$ cat src/rtl/tsmd_pkg.sv
`timescale 1ns / 1ps
`default_nettype none
// ----------------------------------------------------------------------------
// tsmd_pkg
// Shared types, constants and helpers of the trace sample mailbox decoder.
// ----------------------------------------------------------------------------
package tsmd_pkg;

    localparam int SAMPLE_BYTES = 13;
    localparam int BUF_BYTES    = SAMPLE_BYTES - 1;
    localparam int COUNT_W      = $clog2(SAMPLE_BYTES);
    localparam int ADDR_W       = 24;
    localparam int CFG_ADDR_W   = 4;
    localparam int CFG_DATA_W   = 32;

    localparam logic [ADDR_W-1:0] RESYNC_ADDR_RST = 24'h7FFFE8;
    localparam logic [ADDR_W-1:0] INBOX_ADDR_RST  = 24'h7FFFE4;
    localparam logic [ADDR_W-1:0] CREDIT_ADDR_RST = 24'h7FFFE0;
    localparam logic [ADDR_W-1:0] MAGIC_TOKEN_RST = 24'h33ABB0;

    localparam logic [7:0] HDR_CREDIT  = 8'h01;
    localparam logic [7:0] MAX_PAYLOAD = 8'h04;

    typedef enum logic [1:0] {
        REG_RESYNC_ADDR = 2'd0,
        REG_INBOX_ADDR  = 2'd1,
        REG_CREDIT_ADDR = 2'd2,
        REG_MAGIC_TOKEN = 2'd3
    } t_reg_index;

    typedef enum logic [1:0] {
        EV_MAILBOX = 2'd0,
        EV_RESYNC  = 2'd1,
        EV_CREDIT  = 2'd2
    } t_event_kind;

    typedef logic [BUF_BYTES-1:0][7:0] t_sample;
    typedef logic [7:0][7:0]           t_word8;

    typedef struct packed {
        logic [ADDR_W-1:0] resync_addr;
        logic [ADDR_W-1:0] inbox_addr;
        logic [ADDR_W-1:0] credit_addr;
        logic [ADDR_W-1:0] magic_token;
    } t_cfg;

    typedef struct packed {
        logic        valid;
        t_event_kind kind;
        logic [31:0] payload;
        logic [2:0]  count;
    } t_result;

    // Decoded byte k is raw data byte (k+6) mod 8 of the record.
    function automatic t_word8 unrotate_data(input t_sample s);
        t_word8 d;
        for (int k = 0; k < 8; k++) begin
            d[k] = s[4 + ((k + 6) % 8)];
        end
        return d;
    endfunction

    function automatic logic token_ok(input t_word8 w, input logic [ADDR_W-1:0] tok);
        return (w[1] == tok[23:16]) && (w[2] == tok[15:8]) && (w[3] == tok[7:0]) &&
               (w[0] <= MAX_PAYLOAD);
    endfunction

endpackage
`default_nettype wire

$ cat src/rtl/trace_sample_mailbox_decoder_core.sv
`timescale 1ns / 1ps
`default_nettype none
// ----------------------------------------------------------------------------
// trace_sample_mailbox_decoder_core
// Frame a trace byte stream into 13-byte records and report mailbox,
// resync and credit events.
// ----------------------------------------------------------------------------
// Usage:
//   Input channel (i_in_valid / o_in_ready / i_byte_in) moves one trace byte
//   per transfer. Twelve bytes shift down a chain of byte cells; the
//   thirteenth (the byte-enable mask) is decoded against the chain contents
//   in the same cycle it is taken.
//   Output channel (o_out_valid / i_out_ready) carries one event per
//   transfer: o_event_kind, o_payload, o_payload_count. An event is visible
//   the cycle after the mask byte transfer.
//   Throughput: one byte per cycle unless stalled. The single output register
//   drains in the same cycle it refills, so a byte is refused only while
//   an event sits in the output register and the receiver stalls it.
//   Configuration: APB-style port, four 24-bit registers at 0x0, 0x4, 0x8,
//   0xC (resync, inbox, credit address, magic token); write only while idle.
//   Reset (i_rst_n low, synchronous): byte counter, mailbox word, output
//   valid and registers return to their defaults; no clearing pass.
// ----------------------------------------------------------------------------
module trace_sample_mailbox_decoder_core (
    input  wire logic                           i_clk,
    input  wire logic                           i_rst_n,
    // byte stream
    input  wire logic                           i_in_valid,
    output logic                                o_in_ready,
    input  wire logic [7:0]                     i_byte_in,
    // events
    output logic                                o_out_valid,
    input  wire logic                           i_out_ready,
    output logic [1:0]                          o_event_kind,
    output logic [31:0]                         o_payload,
    output logic [2:0]                          o_payload_count,
    // configuration
    input  wire logic                           psel,
    input  wire logic                           penable,
    input  wire logic                           pwrite,
    input  wire logic [tsmd_pkg::CFG_ADDR_W-1:0] paddr,
    input  wire logic [tsmd_pkg::CFG_DATA_W-1:0] pwdata,
    output logic      [tsmd_pkg::CFG_DATA_W-1:0] prdata,
    output logic                                pready
);
    import tsmd_pkg::*;

    // ---------------- configuration registers ----------------
    t_cfg       r_cfg;
    t_cfg       n_cfg;
    logic       cfg_wr;
    t_reg_index cfg_idx;

    assign pready  = 1'b1;
    assign cfg_idx = t_reg_index'(paddr[3:2]);
    assign cfg_wr  = psel && penable && pwrite && pready;

    always_comb begin
        n_cfg = r_cfg;
        if (cfg_wr) begin
            unique case (cfg_idx)
                REG_RESYNC_ADDR: n_cfg.resync_addr = pwdata[ADDR_W-1:0];
                REG_INBOX_ADDR:  n_cfg.inbox_addr  = pwdata[ADDR_W-1:0];
                REG_CREDIT_ADDR: n_cfg.credit_addr = pwdata[ADDR_W-1:0];
                REG_MAGIC_TOKEN: n_cfg.magic_token = pwdata[ADDR_W-1:0];
                default:         n_cfg = r_cfg;
            endcase
        end
    end

    always_comb begin
        unique case (cfg_idx)
            REG_RESYNC_ADDR: prdata = CFG_DATA_W'(r_cfg.resync_addr);
            REG_INBOX_ADDR:  prdata = CFG_DATA_W'(r_cfg.inbox_addr);
            REG_CREDIT_ADDR: prdata = CFG_DATA_W'(r_cfg.credit_addr);
            REG_MAGIC_TOKEN: prdata = CFG_DATA_W'(r_cfg.magic_token);
            default:         prdata = '0;
        endcase
    end

    always_ff @(posedge i_clk) begin
        if (!i_rst_n) begin
            r_cfg.resync_addr <= RESYNC_ADDR_RST;
            r_cfg.inbox_addr  <= INBOX_ADDR_RST;
            r_cfg.credit_addr <= CREDIT_ADDR_RST;
            r_cfg.magic_token <= MAGIC_TOKEN_RST;
        end else begin
            r_cfg <= n_cfg;
        end
    end

    // ---------------- framing ----------------
    logic [COUNT_W-1:0] r_count;
    logic [COUNT_W-1:0] n_count;
    logic               in_xfer;
    logic               out_xfer;
    logic               last_byte;
    logic               shift;
    t_sample            sample;
    t_result            dec;

    assign in_xfer   = i_in_valid && o_in_ready;
    assign out_xfer  = o_out_valid && i_out_ready;
    assign last_byte = (r_count == COUNT_W'(BUF_BYTES));
    // the mask byte is decoded, never stored
    assign shift     = in_xfer && !last_byte;

    always_comb begin
        n_count = r_count;
        if (in_xfer) begin
            n_count = last_byte ? '0 : r_count + COUNT_W'(1);
        end
    end

    always_ff @(posedge i_clk) begin
        if (!i_rst_n) begin
            r_count <= '0;
        end else begin
            r_count <= n_count;
        end
    end

    // chain of byte cells: new byte enters at the top, oldest sits in cell 0
    for (genvar g = 0; g < BUF_BYTES; g++) begin : g_cell
        logic [7:0] cell_in;
        if (g == BUF_BYTES - 1) begin : g_top
            assign cell_in = i_byte_in;
        end else begin : g_mid
            assign cell_in = sample[g + 1];
        end
        tsmd_cell u_cell (
            .i_clk   (i_clk),
            .i_shift (shift),
            .i_data  (cell_in),
            .o_data  (sample[g])
        );
    end

    tsmd_decode u_decode (
        .i_clk    (i_clk),
        .i_rst_n  (i_rst_n),
        .i_fire   (in_xfer && last_byte),
        .i_mask   (i_byte_in),
        .i_sample (sample),
        .i_cfg    (r_cfg),
        .o_result (dec)
    );

    // ---------------- output register ----------------
    logic        r_out_valid;
    logic        n_out_valid;
    t_event_kind r_kind;
    logic [31:0] r_payload;
    logic [2:0]  r_out_count;
    logic        load;

    // accept while empty or while the held event leaves this cycle
    assign o_in_ready = !r_out_valid || i_out_ready;
    assign load       = dec.valid;

    always_comb begin
        n_out_valid = r_out_valid;
        if (load) begin
            n_out_valid = 1'b1;
        end else if (out_xfer) begin
            n_out_valid = 1'b0;
        end
    end

    always_ff @(posedge i_clk) begin
        if (!i_rst_n) begin
            r_out_valid <= 1'b0;
        end else begin
            r_out_valid <= n_out_valid;
        end
    end

    always_ff @(posedge i_clk) begin
        if (load) begin
            r_kind      <= dec.kind;
            r_payload   <= dec.payload;
            r_out_count <= dec.count;
        end
    end

    assign o_out_valid     = r_out_valid;
    assign o_event_kind    = r_kind;
    assign o_payload       = r_payload;
    assign o_payload_count = r_out_count;

`ifndef SYNTHESIS
    a_count_range: assert property (@(posedge i_clk) disable iff (!i_rst_n)
        r_count <= COUNT_W'(BUF_BYTES))
        else $error("byte counter beyond record length");

    a_wrap: assert property (@(posedge i_clk) disable iff (!i_rst_n)
        (in_xfer && last_byte) |=> (r_count == '0))
        else $error("counter did not wrap after mask byte");

    a_event_only_on_mask: assert property (@(posedge i_clk) disable iff (!i_rst_n)
        (dec.valid) |-> (in_xfer && last_byte))
        else $error("event raised outside a record end");

    a_side_events_empty: assert property (@(posedge i_clk) disable iff (!i_rst_n)
        (o_out_valid && r_kind != EV_MAILBOX) |-> (r_payload == '0 && r_out_count == '0))
        else $error("resync or credit event carries payload");

    a_count_bound: assert property (@(posedge i_clk) disable iff (!i_rst_n)
        o_out_valid |-> (r_out_count <= 3'd4))
        else $error("payload count above four");
`endif
endmodule
`default_nettype wire

$ cat src/rtl/tsmd_cell.sv
`timescale 1ns / 1ps
`default_nettype none
// ----------------------------------------------------------------------------
// tsmd_cell
// One byte cell of the sample chain: hold a byte, load from the neighbor.
// ----------------------------------------------------------------------------
module tsmd_cell (
    input  wire logic       i_clk,
    input  wire logic       i_shift,
    input  wire logic [7:0] i_data,
    output logic      [7:0] o_data
);
    logic [7:0] r_data;
    logic [7:0] n_data;

    always_comb begin
        n_data = i_shift ? i_data : r_data;
    end

    always_ff @(posedge i_clk) begin
        r_data <= n_data;
    end

    assign o_data = r_data;
endmodule
`default_nettype wire

$ cat src/rtl/tsmd_decode.sv
`timescale 1ns / 1ps
`default_nettype none
// ----------------------------------------------------------------------------
// tsmd_decode
// Record decoder: classify a completed record and keep the mailbox word.
// ----------------------------------------------------------------------------
module tsmd_decode (
    input  wire logic             i_clk,
    input  wire logic             i_rst_n,
    input  wire logic             i_fire,
    input  wire logic [7:0]       i_mask,
    input  wire tsmd_pkg::t_sample i_sample,
    input  wire tsmd_pkg::t_cfg    i_cfg,
    output tsmd_pkg::t_result      o_result
);
    import tsmd_pkg::*;

    t_word8            r_inbox;
    t_word8            n_inbox;
    t_word8            d;
    t_word8            w;
    logic [7:0]        mask_rot;
    logic [ADDR_W-1:0] addr;
    logic              is_resync;
    logic              is_inbox;
    logic              is_credit;
    logic              lo_we;
    logic              hi_we;
    logic [2:0]        len;

    always_comb begin
        d         = unrotate_data(i_sample);
        addr      = {i_sample[3], i_sample[2], i_sample[1]};
        mask_rot  = {i_mask[5:0], i_mask[7:6]};
        is_resync = (i_sample[0] != HDR_CREDIT) && (addr == i_cfg.resync_addr);
        is_inbox  = (i_sample[0] != HDR_CREDIT) && !is_resync &&
                    (addr == i_cfg.inbox_addr);
        is_credit = (i_sample[0] == HDR_CREDIT) && (addr == i_cfg.credit_addr);
        lo_we     = (mask_rot[3:0] == 4'h0);
        hi_we     = (mask_rot[7:4] == 4'h0);

        // merge the masked halves into the word before testing it
        w = r_inbox;
        if (lo_we) begin
            w[3:0] = d[3:0];
        end
        if (hi_we) begin
            w[7:4] = d[7:4];
        end
        len = w[0][2:0];

        n_inbox  = r_inbox;
        o_result = '0;
        o_result.kind = EV_MAILBOX;
        if (i_fire) begin
            if (is_resync) begin
                if (token_ok(d, i_cfg.magic_token)) begin
                    o_result.valid = 1'b1;
                    o_result.kind  = EV_RESYNC;
                end
            end else if (is_inbox) begin
                n_inbox = w;
                if (hi_we) begin
                    n_inbox = '0;
                    if (token_ok(w, i_cfg.magic_token)) begin
                        o_result.valid = 1'b1;
                        o_result.kind  = EV_MAILBOX;
                        o_result.count = len;
                        for (int k = 0; k < 4; k++) begin
                            if (3'(k) < len) begin
                                o_result.payload[8*k +: 8] = w[4 + k];
                            end
                        end
                    end
                end
            end else if (is_credit) begin
                if (d[3:0] == 32'h0) begin
                    o_result.valid = 1'b1;
                    o_result.kind  = EV_CREDIT;
                end
            end
        end
    end

    always_ff @(posedge i_clk) begin
        if (!i_rst_n) begin
            r_inbox <= '0;
        end else begin
            r_inbox <= n_inbox;
        end
    end
endmodule
`default_nettype wire
$ cat config.mk
export PLATFORM = sky130hd
export DESIGN_NAME = trace_sample_mailbox_decoder_core
export DESIGN_NICKNAME = d
export VERILOG_FILES = /design/src/rtl/tsmd_pkg.sv /design/src/rtl/trace_sample_mailbox_decoder_core.sv /design/src/rtl/tsmd_cell.sv /design/src/rtl/tsmd_decode.sv
export SDC_FILE = /design/constraint.sdc
export NUM_CORES = 1
export LEC_CHECK = 0
export BUFFER_PORTS_ARGS = -buffer_cell sky130_fd_sc_hd__buf_2
export CORE_MARGIN = 4
export CORE_UTILIZATION = 25
export CTS_CLUSTER_DIAMETER = 40
export DETAILED_ROUTE_END_ITERATION = 16
export PLACE_DENSITY = 0.48
export SYNTH_ARGS = -nofsm -noshare
export SYNTH_HDL_FRONTEND = slang
export SYNTH_SLANG_ARGS = --single-unit
$ cat constraint.sdc
create_clock -name i_clk -period 5.1 [get_ports i_clk]
set_input_delay 0.255 -clock i_clk [delete_from_list [all_inputs] [get_ports i_clk]]
set_output_delay 0.255 -clock i_clk [all_outputs]
set_load 0.1 [all_outputs]
# Yosys cells after proc, flatten, opt, wreduce, memory -nomap -nowiden
# Cells that the tools add are included.
# op_classes
reduce_logical,35
magnitude_cmp,6
eq_ne,15
n_bitwise,9
n_addsub,1
n_mux,21
# ops
cell,count
case mux 32 bit (4 select lines),1
2-to-1 mux 38 bit,3
equality test 24 bit,3
2-to-1 mux 35 bit,2
2-to-1 mux 32 bit,2
2-to-1 mux 64 bit,1
equality test 8 bit,6
zero test 32 bit,1
2-to-1 mux 8 bit,4
OR reduction 6 bit,4
"<= comparator 8 x 3 -> 1 bit, second input constant",2
logical AND 1 bit,16
2-to-1 mux 3 bit,5
inverter 1 bit,9
"equality test 8 x 1 -> 1 bit, second input constant",1
zero test 4 bit,2
"inequality test 8 x 1 -> 1 bit, second input constant",1
AND reduction 2 bit,4
"less-than comparator 1 x 3 -> 1 bit, first input constant",2
"less-than comparator 2 x 3 -> 1 bit, first input constant",2
OR reduction 5 bit,1
"adder 4 x 1 -> 4 bit, second input constant",1
"equality test 2 bit, second input constant",2
"equality test 4 bit, second input constant",1
8 further kinds,11
# word_totals
word_cells,119
input_bits,51
regBits,298
output_inout_bits,72

# Longest topological paths before layout
# Gate-level depths: netlist of the first run.
# logic_depth
depth_word,12
mapped_depth,11
mapped_depth_nobuf,9

# Hierarchy
# A second synthesis of the first run with hierarchy kept.
# unflattened
hier_cells,1058
hier_area_um2,12315.6
# modules_own_cells
module,area_per_inst_um2,instances,seq_area_each_um2,cells_each
trace_sample_mailbox_decoder_core,5706.7,1,3133.0,492
tsmd_decode,3726.1,1,800.8,470
tsmd_cell,240.2,12,240.2,8

# Worst setup path before layout of the first run
# OpenSTA, ideal clock, no wires.
# synth_timing
kind,register to register
from,register r_out_valid (netlist: o_out_valid)
to,"register g_cell[0].u_cell.r_data[0], enable pin"
n_path_buf,0
path_stages_with_launch,4
arrival_ns,4.026
setup_ns,0.467
path_slack_ns,0.607
required_ns,4.633
synth_period_minus_slack_ns,4.493
cell_sequence,dfxtp_1 -> nor2b_1 -> inv_1 -> and3_1
# synth_via
elab_chain_cells,4
# synth_lines
element,line,source
"start, declared",trace_sample_mailbox_decoder_core.sv:150,logic r_out_valid;
"start signal, assigned",trace_sample_mailbox_decoder_core.sv:174,r_out_valid <= n_out_valid;
zero test 1 bit,trace_sample_mailbox_decoder_core.sv:158,assign o_in_ready = !r_out_valid || i_out_ready;
logical OR 1 bit,trace_sample_mailbox_decoder_core.sv:158,
via o_in_ready,trace_sample_mailbox_decoder_core.sv:29,"output logic o_in_ready,"
logical AND 1 bit,trace_sample_mailbox_decoder_core.sv:102,assign in_xfer = i_in_valid && o_in_ready;
logical AND 1 bit,trace_sample_mailbox_decoder_core.sv:106,assign shift = in_xfer && !last_byte;
via g_cell[0].u_cell.i_shift,tsmd_cell.sv:9,"input wire logic i_shift,"
"end signal, assigned",tsmd_cell.sv:21,r_data <= n_data;
"end, declared",tsmd_cell.sv:13,logic [7:0] r_data;
# The timed path passes the listed nets, and every way through them passes these cells.
# A chain may end at the register's enable or synchronous reset.

# Worst setup path after layout of the first run
# layout_timing
from,input port i_byte_in[1]
to,"register r_payload[30] (netlist: o_payload[30]), enable pin"
# layout_via
elab_chain_cells,11
elab_cells_between_ends,14
classes_between,order compare (1); eq/ne (3); mux (6); reduce/logical (4)
# layout_lines
element,line,source
"start, declared",trace_sample_mailbox_decoder_core.sv:30,"input wire logic [7:0] i_byte_in,"
zero test 4 bit (*),tsmd_decode.sv:39,lo_we = (mask_rot[3:0] == 4'h0);
2-to-1 mux 32 bit (*),tsmd_decode.sv:44,if (lo_we) begin
"parallel branches: the longest is 3 deep, another holds <= comparator 8 x 3 -> 1 bit",n/a,
logical AND 1 bit (*),tsmd_pkg.sv:64,return (w[1] == tok[23:16]) && (w[2] == tok[15:8]) && (w[3] == tok[7:0]) &&
2-to-1 mux 38 bit (*),tsmd_decode.sv:65,"if (token_ok(w, i_cfg.magic_token)) begin"
2-to-1 mux 38 bit (*),tsmd_decode.sv:63,if (hi_we) begin
2-to-1 mux 3 bit (*),tsmd_decode.sv:61,end else if (is_inbox) begin
2-to-1 mux 3 bit (*),tsmd_decode.sv:56,if (is_resync) begin
2-to-1 mux 38 bit (*),tsmd_decode.sv:55,if (i_fire) begin
"end signal, assigned",trace_sample_mailbox_decoder_core.sv:181,r_payload <= dec.payload;
"end, declared",trace_sample_mailbox_decoder_core.sv:153,logic [31:0] r_payload;
# Every way passes the cells marked *.

==> metrics.txt, run 1 <==
status complete, no violations; hold path depth 3; CP endpoint kind flop; worst slack at placement approximately 0.94 ns; Mapped Area between 10000 and 15000 sq um; initial antenna violation count 2; nets 1405; Area Growth Syn to Fin 22.2%; core area between 50000 and 60000 sq um; endpoints failing setup 0; Hold Vio Cnt, Final 0; VDD IR-drop max 0.241 mV; antenna-violating nets left 0; dpl hpwl 27.9 mm; Power per Cell Area ~370 nW/um^2; via density per instance ~4.6; die width 236 um; Slew Viols, Final 0; DRC viols 0; CP max FO 37; clk sinks about 300; Clock H-tree levels 2; Async SR Flop Fraction 0%; IO Pins about 120; Clock Root Buffer clkbuf_16; vias in the first global route approximately 9500; layout cells sized above 1 16.4%; global-route wire length before repair 60.5 mm; Worst EP required 5.26 ns; clock-pin slew on the worst setup and hold paths 0.06 ns; post-route setup slack 0.910 ns; initial core utilization around 25%; Skew-Pair Late Insertion Delay ~0.54 ns; Distinct cells, synth between 50 and 60; Post-synth EDFFs ~130; Tot GR Track Use between 10 and 15%; final hold slack 0.0228 ns; Die Ht 236 um; Max Root-Sink Buffers 3; RSZ-0062 raised after global routing false; Top FF cell, synth dfxtp_1; CTS tree built; die area ~56000 sq um; Total Neg Setup Slack 0 ns; Cells after Synth 1229; GPL Wtd Cong approximately 0.84; Crit Path Class input port to flop; Wirelength per Cell a little under 20 um; Setup Buffers After CTS 0; vias 9494; max-cap violations 0; worst min path class input port to flop; YS warnings 0; average size of a mapped cell about 11 sq um; Worst-Margin Slew between 1 and 1.5 ns; post-synthesis sequential area ratio ~56%; crit path time final 4.19 ns; Setup Skew ~0.019 ns; #FFs+latches synth 298; largest net degree at the start of global routing between 70 and 80; final WL approximately 40 mm; DRT Pass-1 Iters 5; Cell Rows a little over 80; CTS buffer count 42; CP Data Arrival Time 4.35 ns; Initial DRC Count between 700 and 800; grt ovf 0; port bufs 103; Fmax about 0.24 GHz; Register-to-Register Path Depth 9; Leakage approximately 5.4 nW; Slew Limit Headroom roughly 22%; CP Launch Type input port; final worst-path cycle share approximately 80%
[path summary, 6_finish.rpt]
check                             startpoint                          to  slack (ns)
hold / removal                    pwdata[21]                   r_cfg[45]        0.02
hold reg to reg   g_cell[6].u_cell.o_data[0]  g_cell[5].u_cell.o_data[0]        0.44
setup reg to reg                  r_count[0]               o_payload[30]        1.14
setup / recovery                i_byte_in[1]               o_payload[30]        0.91
[final cells by class]
| class | count | area (sq um) |
|---|---|---|
| tap | 680 | 851 |
| clock inverter | 22 | 230 |
| antenna | 1 | 2.50 |
| timing repair buffer | 144 | 891 |
| sequential | 298 | 7300 |
| clock buffer | 56 | 1180 |
| inverter | 26 | 97.6 |
| multi-input combinational | 840 | 5290 |
| fill | 5345 | 35500 |
[registers in the layout, summed over array words and instances (netlist names)]
register / count
o_payload_count: 3
o_payload: 32
u_decode.r_inbox: 64
r_count: 4
o_out_valid: 1
g_cell.u_cell.o_data: 96
o_event_kind: 2
r_cfg: 96
[metal layers]
metal | vias to the layer above | wire length [um] | GRT usage (%)
met5 | - | 16 | 0
met4 | 2 | 775 | 3.74
met3 | 47 | 2170 | 2.57
met2 | 283 | 18900 | 22.8
met1 | 4620 | 18100 | 19.3
li1 | 4542 | - | -
[through the flow]
stage	instances	utilization (%)	power (mW)	cell area (sq um)
after floorplan	1236	-	2.90	13000
after global placement	1962	27.6	3.01	14200
after detailed placement	1962	27.6	3.02	14200
after CTS	2066	30.9	5.93	15800
after global routing	2067	30.9	6.07	15800
final	2067	30.9	5.86	15800
[kinds of logic after synthesis]
kind of cell	Yosys count	synth area share, %
AND/OR/NAND/NOR	548	19.8
flip-flops	298	56.3
adder cells (fa/ha/maj)	2	0.193
multiplexers	35	5.03
AO/OA/AOI/OAI	157	9.36
buffers and inverters	98	3.24
XOR/XNOR	89	6.01
other	2	0.0579
[critical path: stages]
cell           delay (ns)
dlygate4sd3_1        0.54
buf_2                0.15
nor4_4               0.26
buf_4                0.44
mux2i_1              0.27
xor2_1               0.34
nand4b_1             0.15
or4_1                0.78
nor3_1               0.26
buf_4                0.16
or3_2                0.68
[power breakdown]
group          total [mW]  leakage (nW)  internal, mW  switching (mW)
logic               0.351          2.22         0.106           0.245
registers            2.63          2.53          2.56          0.0744
clock network        2.88         0.662          1.76            1.12
total                5.86          5.41          4.42            1.44
[cell usage in the layout, fill, tap and decap left out, drive strengths merged, types with 3 or more instances in the layout]
cell         Yosys  final
clkbuf          54     56
edfxtp         133    133
nor4b            3      3
and3             5      5
xor2            60     60
clkinvlp         0      8
or3              3      3
or4              3      3
nor2            16     16
mux2i           10     10
a21oi            4      4
nor4            31     31
o2111ai          3      3
inv             26     30
a2111oi          5      5
nor2b            9      9
conb             2      9
nand2          334    334
clkinv           0      8
nand2b           6      6
a21boi          95     95
dlygate4sd3      0     26
nor3             8      8
xnor2           29     29
mux4            24     24
and2            37     37
o221ai           3      3
buf             18    118
nand3           73     73
o22ai            5      5
nand4           13     13
o21ai           12     12
dfxtp          165    165
a221oi           7      7
o211ai           9      9
[synthesized netlist by cell type, drive strengths merged (4+ instances only)]
cell type	n	area (sq um)
xnor2	29	254
a21oi	4	20.0
nand3	73	365
edfxtp	133	3990
and3	5	31.3
mux4	24	541
nand4	13	111
nand2b	6	37.5
buf	18	120
o211ai	9	67.6
o21ai	12	60.1
nand2	334	1250
dfxtp	165	3300
nor4	31	254
and2	37	231
a2111oi	5	81.3
nor3	8	40.0
nor2b	9	56.3
a221oi	7	67.6
inv	26	97.6
nor2	16	60.1
xor2	60	526
clkbuf	54	203
o22ai	5	31.3
a21boi	95	713
mux2i	10	100
[timing repair]
| action | in CTS | in global routing |
|---|---|---|
| hold endpoints to repair | 70 | 0 |
| hold buffers | 26 | 0 |
| gates resized for setup | 0 | 0 |
No activity file was read; power rests on OpenSTA's default activity.
==> run 2: changes to the inputs <==
--- a/config.mk
+++ b/config.mk
@@ -10,7 +10,7 @@
 export CORE_UTILIZATION = 25
 export CTS_CLUSTER_DIAMETER = 40
 export DETAILED_ROUTE_END_ITERATION = 16
-export PLACE_DENSITY = 0.48
+export PLACE_DENSITY = 0.5
 export SYNTH_ARGS = -nofsm -noshare
 export SYNTH_HDL_FRONTEND = slang
 export SYNTH_SLANG_ARGS = --single-unit
==> constraint.sdc (replaced) <==
create_clock -name i_clk -period 3.5 [get_ports i_clk]
set_input_delay 0.175 -clock i_clk [delete_from_list [all_inputs] [get_ports i_clk]]
set_output_delay 0.175 -clock i_clk [all_outputs]
set_load 0.1 [all_outputs]
==> metrics.txt, run 2 (synthesis results as in run 1) <==
Skew-Pair Late Insertion Delay 0.53 ns (about the same); endpoints failing setup 0 (unchanged); most common cell after layout, fill and taps aside nand2_1; Worst-Margin Slew 0.997 ns (-0.163 ns); Setup Skew 0.0171 ns (-0.00189 ns); Initial DRC Count 690 (-8.6%); Fill cells 5245 (-1.9%); layout cells sized above 1 18.5% (+2.1 points); crit path time final between 3 and 4 ns; die width 236 um (unchanged); vias in the first global route 9744 (+2.3%); clock-pin slew on the worst setup and hold paths 0.06 ns (about the same); core area 51300 sq um (unchanged); Clock H-tree levels 2 (unchanged); DRC viols 0 (unchanged); Slew Limit Headroom 33.5% (+11 points); Reg area 7300 sq um (unchanged); initial antenna violation count 1 (-1); critical path's slowest cell or4_1; Power per Cell Area 535 nW/um^2 (+44%); max-cap violations 0 (unchanged); DRT Pass-1 Iters 5 (unchanged); antenna-violating nets left 0 (unchanged); Hold Vio Cnt, Final 0 (unchanged); CTS tree built; kind of cell adding the most delay to the critical path simple AND/OR/NAND/NOR gates; final worst-path cycle share between 90% and 100%; Cell Rows 83 (unchanged); CP Launch Type input port; placed cell count 1993 (+1.6%); IO Pins 123 (unchanged); post_cts resized 0 (unchanged); Total Neg Setup Slack 0 ns (unchanged); largest net degree at the start of global routing 50 (-33%); Area Growth Syn to Fin 25.0%; dpl hpwl 29.1 mm (+4.6%); # hold bufs at CTS 33 (+27%); Wirelength per Cell 20.0 um (+3.6%); CP endpoint kind flop; status complete, no violations; Setup Buffers After CTS 0 (unchanged); VDD IR-drop max 0.265 mV (+9.9%); final WL 42.1 mm (+5.4%); Max Root-Sink Buffers 3 (unchanged); Max stage delay on crit path 0.62 ns (-0.16 ns); Leakage 5.65 nW (+4.4%); die area 55500 sq um (unchanged); CP Cell Sequence dlygate4sd3_1 > buf_2 > nor4_4 > buf_4 > mux2i_1 > xnor2_1 > or4_1 > buf_4 > nor4_4 > a21boi_1; worst min path class input port to flop; Buf/Inv on CP 4 (unchanged); area of the multi-input gates 5290 sq um (about the same); clk sinks 298 (unchanged); Slew Viols, Final 0 (unchanged); post-route setup slack 0.233 ns (-0.678 ns); port bufs 103 (unchanged); CP max FO 27 (-27%); global-route wire length before repair 63.3 mm (+4.6%); grt ovf 0 (unchanged); commonest non-fill, non-tap cells in the layout nand2_1, dfxtp_1, edfxtp_1; nets 1444 (+2.8%); CTS buffer count 43 (+2.4%); vias 9805 (+3.3%); Clock Root Buffer clkbuf_16; Ant. Diodes 0 (-1); Non-Filler Instances 2103 (+1.7%); Crit Path Class input port to flop; Worst EP required 3.88 ns (-1.38 ns); worst slack at placement 0.228 ns (-0.708 ns); Fmax ~0.31 GHz; initial core utilization 25.3% (unchanged); Tot GR Track Use 14.7% (+0.70 points); RSZ-0062 raised after global routing false; via density per instance 4.66 (+1.5%); CP Data Arrival Time 3.65 ns (-0.70 ns); GPL Wtd Cong 0.909 (+8.3%); Die Ht 236 um (unchanged)
-- run 2: cell count changes in the layout (fill, tap and decap cells not counted), sizes merged --
| cell | change |
|---|---|
| buf | +31 |
| dlygate4sd3 | +7 |
| clkinvlp | -4 |
| clkinv | +2 |
| inv | +2 |
| clkbuf | -1 |
| diode | -1 |
-- run 2: layer usage --
metal | track usage (%) | wire, um | vias to the layer above
li1 | - | - | 4609
met4 | 5.66 | 1560 | 0
met1 | 19.9 | 18300 | 4778
met5 | 0 | 0 | -
met3 | 2.80 | 2580 | 79
met2 | 23.5 | 19600 | 339
-- run 2: worst register-to-register path, delay by kind of cell (launching register included) --
kind	cells	cell delay, ns
DFF	1	0.48
buffers and inverters	2	0.39
xor gates and xnor gates	1	0.19
and+or+nand+nor	3	0.80
AOI/OAI and AO/OA	3	1.10
-- run 2: worst paths after layout --
kind	cells past startpoint	slack, ns	startpoint	end
worst min-delay path	2	0.12	i_rst_n	r_cfg[45]
worst min register to register	0	0.44	g_cell[9].u_cell.o_data[7]	g_cell[8].u_cell.o_data[7]
worst max register to register	9	0.39	g_cell[3].u_cell.o_data[2]	o_payload[6]
worst max-delay path	10	0.23	i_byte_in[1]	o_payload[22]
-- run 2: final cells by class --
class                           instances  area share (%)
Sequential cell                       298            45.0
Multi-Input combinational cell        840            32.6
Clock buffer                           55            7.61
Timing Repair Buffer                  182            7.60
Tap cell                              680            5.25
Clock inverter                         22            1.28
Inverter                               26           0.602
-- run 2: stage by stage --
| step | instance area, sq um | util (%) | hold WS (ns) | total power, mW |
|---|---|---|---|---|
| detailed placement | 14400 | 28.1 | 0.394 | 4.41 |
| finish | 16200 | 31.6 | 0.120 | 8.67 |
| global placement | 14400 | 28.1 | 0.392 | 4.41 |
| CTS | 16200 | 31.6 | 0.0917 | 8.77 |
| global route | 16200 | 31.6 | 0.120 | 8.95 |
| floorplan | 13000 | - | 0.274 | 4.22 |
-- run 2: power breakdown --
part | switching [mW] | leakage, nW | internal (mW)
Combinational | 0.371 | 2.41 | 0.170
Sequential | 0.106 | 2.53 | 3.73
Clock | 1.63 | 0.709 | 2.66
==> run 3: changes to the inputs <==
--- a/config.mk
+++ b/config.mk
@@ -10,6 +10,7 @@
 export CORE_UTILIZATION = 25
 export CTS_CLUSTER_DIAMETER = 40
 export DETAILED_ROUTE_END_ITERATION = 16
+export HOLD_SLACK_MARGIN = 0.15
 export PLACE_DENSITY = 0.5
 export SYNTH_ARGS = -nofsm -noshare
 export SYNTH_HDL_FRONTEND = slang
==> metrics.txt, run 3 (synthesis results as in run 1) <==
status complete, no violations; Clock Root Buffer clkbuf_16; commonest non-fill, non-tap cells in the layout nand2_1, dfxtp_1, edfxtp_1; Reg area 7300 sq um (unchanged); IO Pins 123 (unchanged); Clock H-tree levels 2 (unchanged); initial core utilization 25.3% (unchanged); kind of cell adding the most delay to the critical path simple AND/OR/NAND/NOR gates; Worst EP required 3.88 ns (about the same); Seq pwr share 44.2% (about the same); layout cells sized above 1 18.5% (about the same); final worst-path cycle share 93.6% (+0.25 points); antenna-violating nets left 0 (unchanged); max-cap violations 0 (unchanged); via density per instance 4.70 (+0.84%); crit path time final 3.28 ns (+0.00868 ns); clk sinks 298 (unchanged); dpl hpwl 29.1 mm (unchanged); Hold Vio Cnt, Final 0 (unchanged); VDD IR-drop max 0.264 mV (about the same); Total Neg Setup Slack 0 ns (unchanged); logic gate share of total power 6.3% (about the same); sw frac 24.4% (about the same); Wirelength per Cell 20.0 um (about the same); post_cts resized 0 (unchanged); Power per Cell Area 535 nW/um^2 (about the same); nets 1445 (+0.069%); CP Launch Type input port; grt ovf 0 (unchanged); core area 51300 sq um (unchanged); area of the multi-input gates 5290 sq um (unchanged); Ant. Diodes 0 (unchanged); CTS buffer count 43 (unchanged); CP Cell Sequence dlygate4sd3_1 > buf_2 > nor4_4 > buf_4 > mux2i_1 > xnor2_1 > or4_1 > buf_4 > nor4_4 > a21boi_1; Psw 2.11 mW (about the same); Setup Buffers After CTS 0 (unchanged); CP Data Arrival Time 3.66 ns (about the same); Die Ht 236 um (unchanged); initial antenna violation count 1 (unchanged); Skew-Pair Late Insertion Delay 0.53 ns (about the same); critical path's slowest cell or4_1; DRC viols 0 (unchanged); worst min path class input port to flop; Max Root-Sink Buffers 3 (unchanged); CTS tree built; endpoints failing setup 0 (unchanged); die width 236 um (unchanged); M1 GR Usage 19.9% (unchanged); Fmax 0.305 GHz (-0.26%); die area 55500 sq um (unchanged); Clock power frac 49.6% (about the same); Area Growth Syn to Fin 25.1% (about the same); CP endpoint kind flop; Setup Skew 0.0172 ns (+0.0000788 ns); final WL 42.1 mm (about the same); largest net degree at the start of global routing 50 (unchanged); Util after Layout 31.6% (about the same); r2r setup slk 0.39 ns (about the same); GPL Wtd Cong 0.909 (unchanged); peak-usage layer in the global routing report met2; GR Util met2 23.5% (unchanged); # hold bufs at CTS 34 (+3.0%); Crit Path Class input port to flop; port bufs 103 (unchanged); CP max FO 27 (unchanged); vias 9892 (+0.89%); cell internal pwr 6.56 mW (about the same); Leakage 5.65 nW (about the same); clock-pin slew on the worst setup and hold paths 0.06 ns (about the same); Buf/Inv on CP 4 (unchanged); global-route wire length before repair 63.3 mm (unchanged); Fill cells 5244 (-0.019%); Cell Rows 83 (unchanged); met3 usage 2.80% (unchanged); Initial DRC Count 707 (+2.5%); Tot GR Track Use 14.7% (unchanged); most common cell after layout, fill and taps aside nand2_1; DRT Pass-1 Iters 7 (+2); Slew Limit Headroom 32.5% (-1.0 points); Slew Viols, Final 0 (unchanged); Worst-Margin Slew 1.01 ns (+0.0157 ns); vias in the first global route 9744 (unchanged); RSZ-0062 raised after global routing false; Max stage delay on crit path 0.62 ns (about the same)
## run 3: through the flow
step | area, sq um | setup slack (ns) | cells | hold slack [ns] | power (mW)
5_1_grt | 16200 | 0.0681 | 2104 | 0.289 | 8.95
6_report | 16200 | 0.224 | 2104 | 0.237 | 8.67
2_1_floorplan | 13000 | 0.0638 | 1236 | 0.274 | 4.22
3_5_place_dp | 14400 | 0.228 | 1993 | 0.394 | 4.41
4_1_cts | 16200 | 0.208 | 2104 | 0.233 | 8.77
3_3_place_gp | 14400 | 0.258 | 1993 | 0.392 | 4.41
## run 3: layer usage
layer | vias up | share of wire (%)
met4 | 0 | 3.7
met3 | 77 | 6.5
met2 | 347 | 46
li1 | 4613 | -
met1 | 4855 | 43
met5 | - | 0
## run 3: area by class of cell
class / instances / area share (%)
Timing Repair Buffer: 183 / 7.65
Multi-Input combinational cell: 840 / 32.6
Tap cell: 680 / 5.25
Inverter: 26 / 0.602
Clock inverter: 22 / 1.28
Clock buffer: 55 / 7.61
Sequential cell: 298 / 45.0
## run 3: worst min-delay path: cells and delay by family
| family | cells | cell delay, ns |
|---|---|---|
| compound gates | 1 | 0.13 |
| buf+inv | 2 | 0.24 |
| simple gates | 2 | 0.16 |
## run 3: power by group through the flow
stage               combinational (mW)  clock, mW  sequential (mW)
finish                           0.543       4.30             3.83
global route                     0.578       4.54             3.84
CTS                              0.545       4.39             3.83
detailed placement               0.511          0             3.90
global placement                 0.511          0             3.90
floorplan                        0.359          0             3.86
## run 3: final timing paths
path,to,depth (start not counted),startpoint
worst min register to register,g_cell[8].u_cell.o_data[7],0,g_cell[9].u_cell.o_data[7]
worst max register to register,o_payload[6],9,g_cell[3].u_cell.o_data[2]
worst max-delay path,o_payload[22],10,i_byte_in[1]
worst min-delay path,r_count[1],5,i_out_ready
